$ cat src/dec_div.sv
// Pipelined restoring divider, one quotient bit per stage.
// The quotient must fit in QUO_W bits.
module dec_div #(
  parameter int NUM_W = 51,
  parameter int DEN_W = 17,
  parameter int QUO_W = 36
) (
  input  logic             clk_i,
  input  logic             en_i,
  input  logic [NUM_W-1:0] num_i,
  input  logic [DEN_W-1:0] den_i,
  output logic [QUO_W-1:0] quo_o
);

  logic [DEN_W-1:0] rem_q [QUO_W];
  logic [QUO_W-1:0] low_q [QUO_W];
  logic [QUO_W-1:0] quo_q [QUO_W];
  logic [DEN_W-1:0] den_q [QUO_W];

  logic [DEN_W-1:0] rem_in [QUO_W];
  logic [QUO_W-1:0] low_in [QUO_W];
  logic [QUO_W-1:0] quo_in [QUO_W];
  logic [DEN_W-1:0] den_in [QUO_W];

  // Upper numerator bits stay below the divisor, so they seed the remainder
  assign rem_in[0] = DEN_W'(num_i >> QUO_W);
  assign low_in[0] = num_i[QUO_W-1:0];
  assign quo_in[0] = '0;
  assign den_in[0] = den_i;

  for (genvar s = 1; s < QUO_W; s++) begin : g_link
    assign rem_in[s] = rem_q[s-1];
    assign low_in[s] = low_q[s-1];
    assign quo_in[s] = quo_q[s-1];
    assign den_in[s] = den_q[s-1];
  end

  for (genvar s = 0; s < QUO_W; s++) begin : g_stage
    logic [DEN_W:0] trial;
    logic           ge;

    // Bring down one numerator bit and try a subtract
    assign trial = {rem_in[s], low_in[s][QUO_W-1]};
    assign ge    = trial >= {1'b0, den_in[s]};

    always_ff @(posedge clk_i) begin
      if (en_i) begin
        rem_q[s] <= ge ? DEN_W'(trial - {1'b0, den_in[s]}) : trial[DEN_W-1:0];
        low_q[s] <= low_in[s] << 1;
        quo_q[s] <= {quo_in[s][QUO_W-2:0], ge};
        den_q[s] <= den_in[s];
      end
    end
  end

  assign quo_o = quo_q[QUO_W-1];

endmodule

$ cat config.mk
export PLATFORM = sky130hd
export DESIGN_NAME = dec_div
export DESIGN_NICKNAME = d
export VERILOG_FILES = /design/src/dec_div.sv
export SDC_FILE = /design/constraint.sdc
export NUM_CORES = 2
export LEC_CHECK = 0
export BUFFER_PORTS_ARGS = -buffer_cell sky130_fd_sc_hd__buf_4
export CORE_MARGIN = 1.5
export CORE_UTILIZATION = 40
export CTS_BUF_LIST = sky130_fd_sc_hd__clkbuf_8
export CTS_CLUSTER_DIAMETER = 100
export DETAILED_ROUTE_END_ITERATION = 10
export PLACE_DENSITY = 0.61
export RECOVER_POWER = 25
export SKIP_LAST_GASP = 1
export SYNTH_ARGS = -nofsm -noshare
export SYNTH_HDL_FRONTEND = slang
export SYNTH_SLANG_ARGS = --single-unit
$ cat constraint.sdc
create_clock -name clk_i -period 4.1 [get_ports clk_i]
set_input_delay 0.205 -clock clk_i [delete_from_list [all_inputs] [get_ports clk_i]]
set_output_delay 0.205 -clock clk_i [all_outputs]
set_load 0.01 [all_outputs]
==> flow_summary.ini <==
[status]
status = complete, but fails checks
violations = max-capacitance violations, max-slew violations

[sta]
drv_slew = 76
min_period_ns = 3.78
fin_crit_sh_pct = 92.1
slew_headroom_pct = -161
skew_ns = 0.0578
finalSetupViolCount = 0
rsz0062_at_grt = false
setup_slack_ns = 0.325
fmax_mhz = 265
tightest_slew_ns = 3.92
hold_violations = 0
tns_ns = 0

[routing]
first_pass_iters = 6
wirelength_um = 211000
viasPerCell = 4.97
drtAntennaViolNets = 0
routedWlPerCell_um = 17.1
vias = 61200
drcViolationCount = 0
drt_iter0_drc = 4336

[logic_synthesis]
async_flop_share_pct = 0
syn_avg_cell_area_um2 = 14.5
synth_edf_count = 2486
ys_seq_area_share_pct = 67.5
yosys.cell_types.count = 87
syn_inst = 7615
ys_seq_elements = 2486
synthFlopType = edfxtp_1
synth_nets = 8331
yosysWarnings = 0
netlist_area_mm2 = 0.111

[min_path]
hold_path.class = input port to flip-flop
hold_path_depth = 4
min_to = rem_q[0][15]
min_from = num_i[50]

[floorplan]
start_util_pct = 40.3
pin_count = 106
rows = 192
die_w_um = 529
die_y_um = 529
dieArea_mm2 = 0.280
core_mm2 = 0.274

[power]
p_leak_nw = 48.5
power.density_mw_per_mm2 = 713
p_switching_mw = 29.3
clock_power_share_pct = 23.6
irDropWorstVdd_uv = 278
p_int_mw = 60.6
power.share.combinational_pct = 34.9
switching_share_pct = 32.6
power_frac_seq_pct = 41.6

[clock_tree]
cts_made_buffers = 421
clk_latency_ns = 1.06
cts-root-buf = clkbuf_8
cts_buffer_depth = 4
htreeDepth = 5
postCtsResizedCells = 0
clock_sinks = 2486
cts_setup_buffers = 0
cts_tree = done
clk_pin_slew_worst_paths_ns = 0.05

[setup_path]
cp_data_arrival_time_ns = 4.42
rr_startpoint = low_q[10][34]
start_kind = input port
crit_fanout = 91
end_kind = flip-flop
crit_type = input port to flip-flop
reg2regPathDepth = 12
worstPathRequired_ns = 4.75
r2r-end = rem_q[11][12]
reg2reg_slack_ns = 0.34

[grt]
overflow = 0
grt_pass1_vias = 62000
grt_pass1_wl_um = 337000
grt_use_total_pct = 14.9
grt_max_degree = 134
antenna_found_initial = 6

[flow_run]
cap_viol_max_count = 1

[layout]
area_growth_pct = 14.0
drive_gt1_share_pct = 13.5
finalNetCount = 9018

[placed_design]
place_hpwl_um = 143000
port_buffers = 105
pre_cts_slack_ns = 0.402
place_congestion = 0.870
==> cell usage after synthesis (75+ instances only) <==
library cell | count | area, um2
inv_1 | 796 | 2990
a21o_1 | 178 | 1340
nor3_1 | 110 | 551
ha_1 | 611 | 7640
nor2_1 | 353 | 1330
nand3_1 | 75 | 375
xor2_1 | 168 | 1470
nand2_1 | 334 | 1250
o21bai_1 | 92 | 691
o21ai_0 | 376 | 1880
mux2_2 | 353 | 3980
edfxtp_1 | 2486 | 74700
a21oi_1 | 448 | 2240
nand4_1 | 94 | 588
xnor2_1 | 297 | 2600
==> cell type report <==
type	instances	area, um2
multi-input combinational	4250	32600
inverter	796	2990
fill	24200	148000
timing repair buffer	347	3250
sequential	2486	74700
clock buffer	430	5920
tap	3686	4610
antenna	3	7.51
clock inverter	334	2090
==> sequential cells by signal (all words and copies together), names as in the netlist <==
signal  flops
quo_q     666
low_q     630
den_q     595
rem_q     595
==> power by group through the flow <==
| stage | Sequential, mW | Clock [mW] | Combinational, mW |
|---|---|---|---|
| after global placement | 38.0 | 0 | 30.3 |
| after detailed placement | 37.9 | 0 | 31.0 |
| after CTS | 37.5 | 22.2 | 31.4 |
| after floorplan | 36.4 | 0 | 24.6 |
| final | 37.4 | 21.2 | 31.4 |
| after global routing | 37.8 | 23.3 | 35.0 |
==> worst max-delay path by stage <==
stage / from / to / slack (ns)
after floorplan: low_q[16][34] / rem_q[17][10] / 0.78
after global placement: low_q[10][34] / rem_q[11][8] / 0.52
after detailed placement: low_q[10][34] / rem_q[11][8] / 0.40
after CTS: low_q[10][34] / rem_q[11][12] / 0.36
after global routing: en_i / den_q[30][12] / 0.05
final: en_i / rem_q[30][13] / 0.32
==> through the flow <==
step | util [%] | cells | hold WS [ns] | power, mW | cell area (um2)
global route | 46.0 | 12300 | 0.121 | 96.1 | 126000
CTS | 46.0 | 12300 | 0.0328 | 91.1 | 126000
floorplan | - | 7615 | 0.304 | 60.9 | 111000
finish | 46.0 | 12300 | 0.186 | 90.0 | 126000
detailed placement | 42.6 | 11400 | 0.384 | 68.9 | 117000
global placement | 42.6 | 11400 | 0.384 | 68.3 | 117000
==> worst max-delay path, cell delays in order <==
cell,delay [ns]
dlygate4sd3_1,0.52
clkbuf_2,2.60
buf_4,0.84
==> layer usage <==
metal	vias up	wire length (um)	track usage, %
met4	2	5440	4.45
met5	-	13	0
met2	1249	97200	23.8
met1	29600	98700	20.5
li1	30000	-	-
met3	417	9580	2.78
==> placed cells by master (no fill, tap or decap), types with 18 or more instances in the layout <==
cell and n:
buf_12 27, o31a_1 32, clkbuf_4 36, nor2_1 353, o21bai_1 92, mux2_2 353, clkinv_1 106, fa_1 35
xnor2_1 297, nor2b_1 54, o31ai_1 37, a211oi_1 59, dlygate4sd3_1 141, nand2_1 334, bufinv_16 21, buf_4 131
a31oi_1 41, mux2i_1 31, ha_1 611, nand3_1 75, nor3_1 110, o21ai_0 375, or3_1 24, edfxtp_1 2486
o211ai_1 22, nand4_1 94, a21o_1 178, clkinv_2 56, a21oi_1 446, o21a_1 71, xor2_1 168, a21boi_0 18
clkbuf_8 430, nand2b_1 48, and3_1 30, inv_1 922
==> logic make-up after synthesis <==
group                      count (synthesis)  synth area share (%)
and+or+nand+nor                         1184                  4.97
buffers and inverters                    879                  3.11
xor gates and xnor gates                 465                  3.68
DFF                                     2486                  67.5
muxes                                    401                  4.07
adders and majority gates                646                  7.54
AOI/OAI and AO/OA                       1554                  9.14
==> timing repair <==
action	in CTS	in global routing
setup endpoints to repair	0	0
hold buffers	141	0
endpoints found under the hold margin	475	0
No activity file was read; power rests on OpenSTA's default activity.
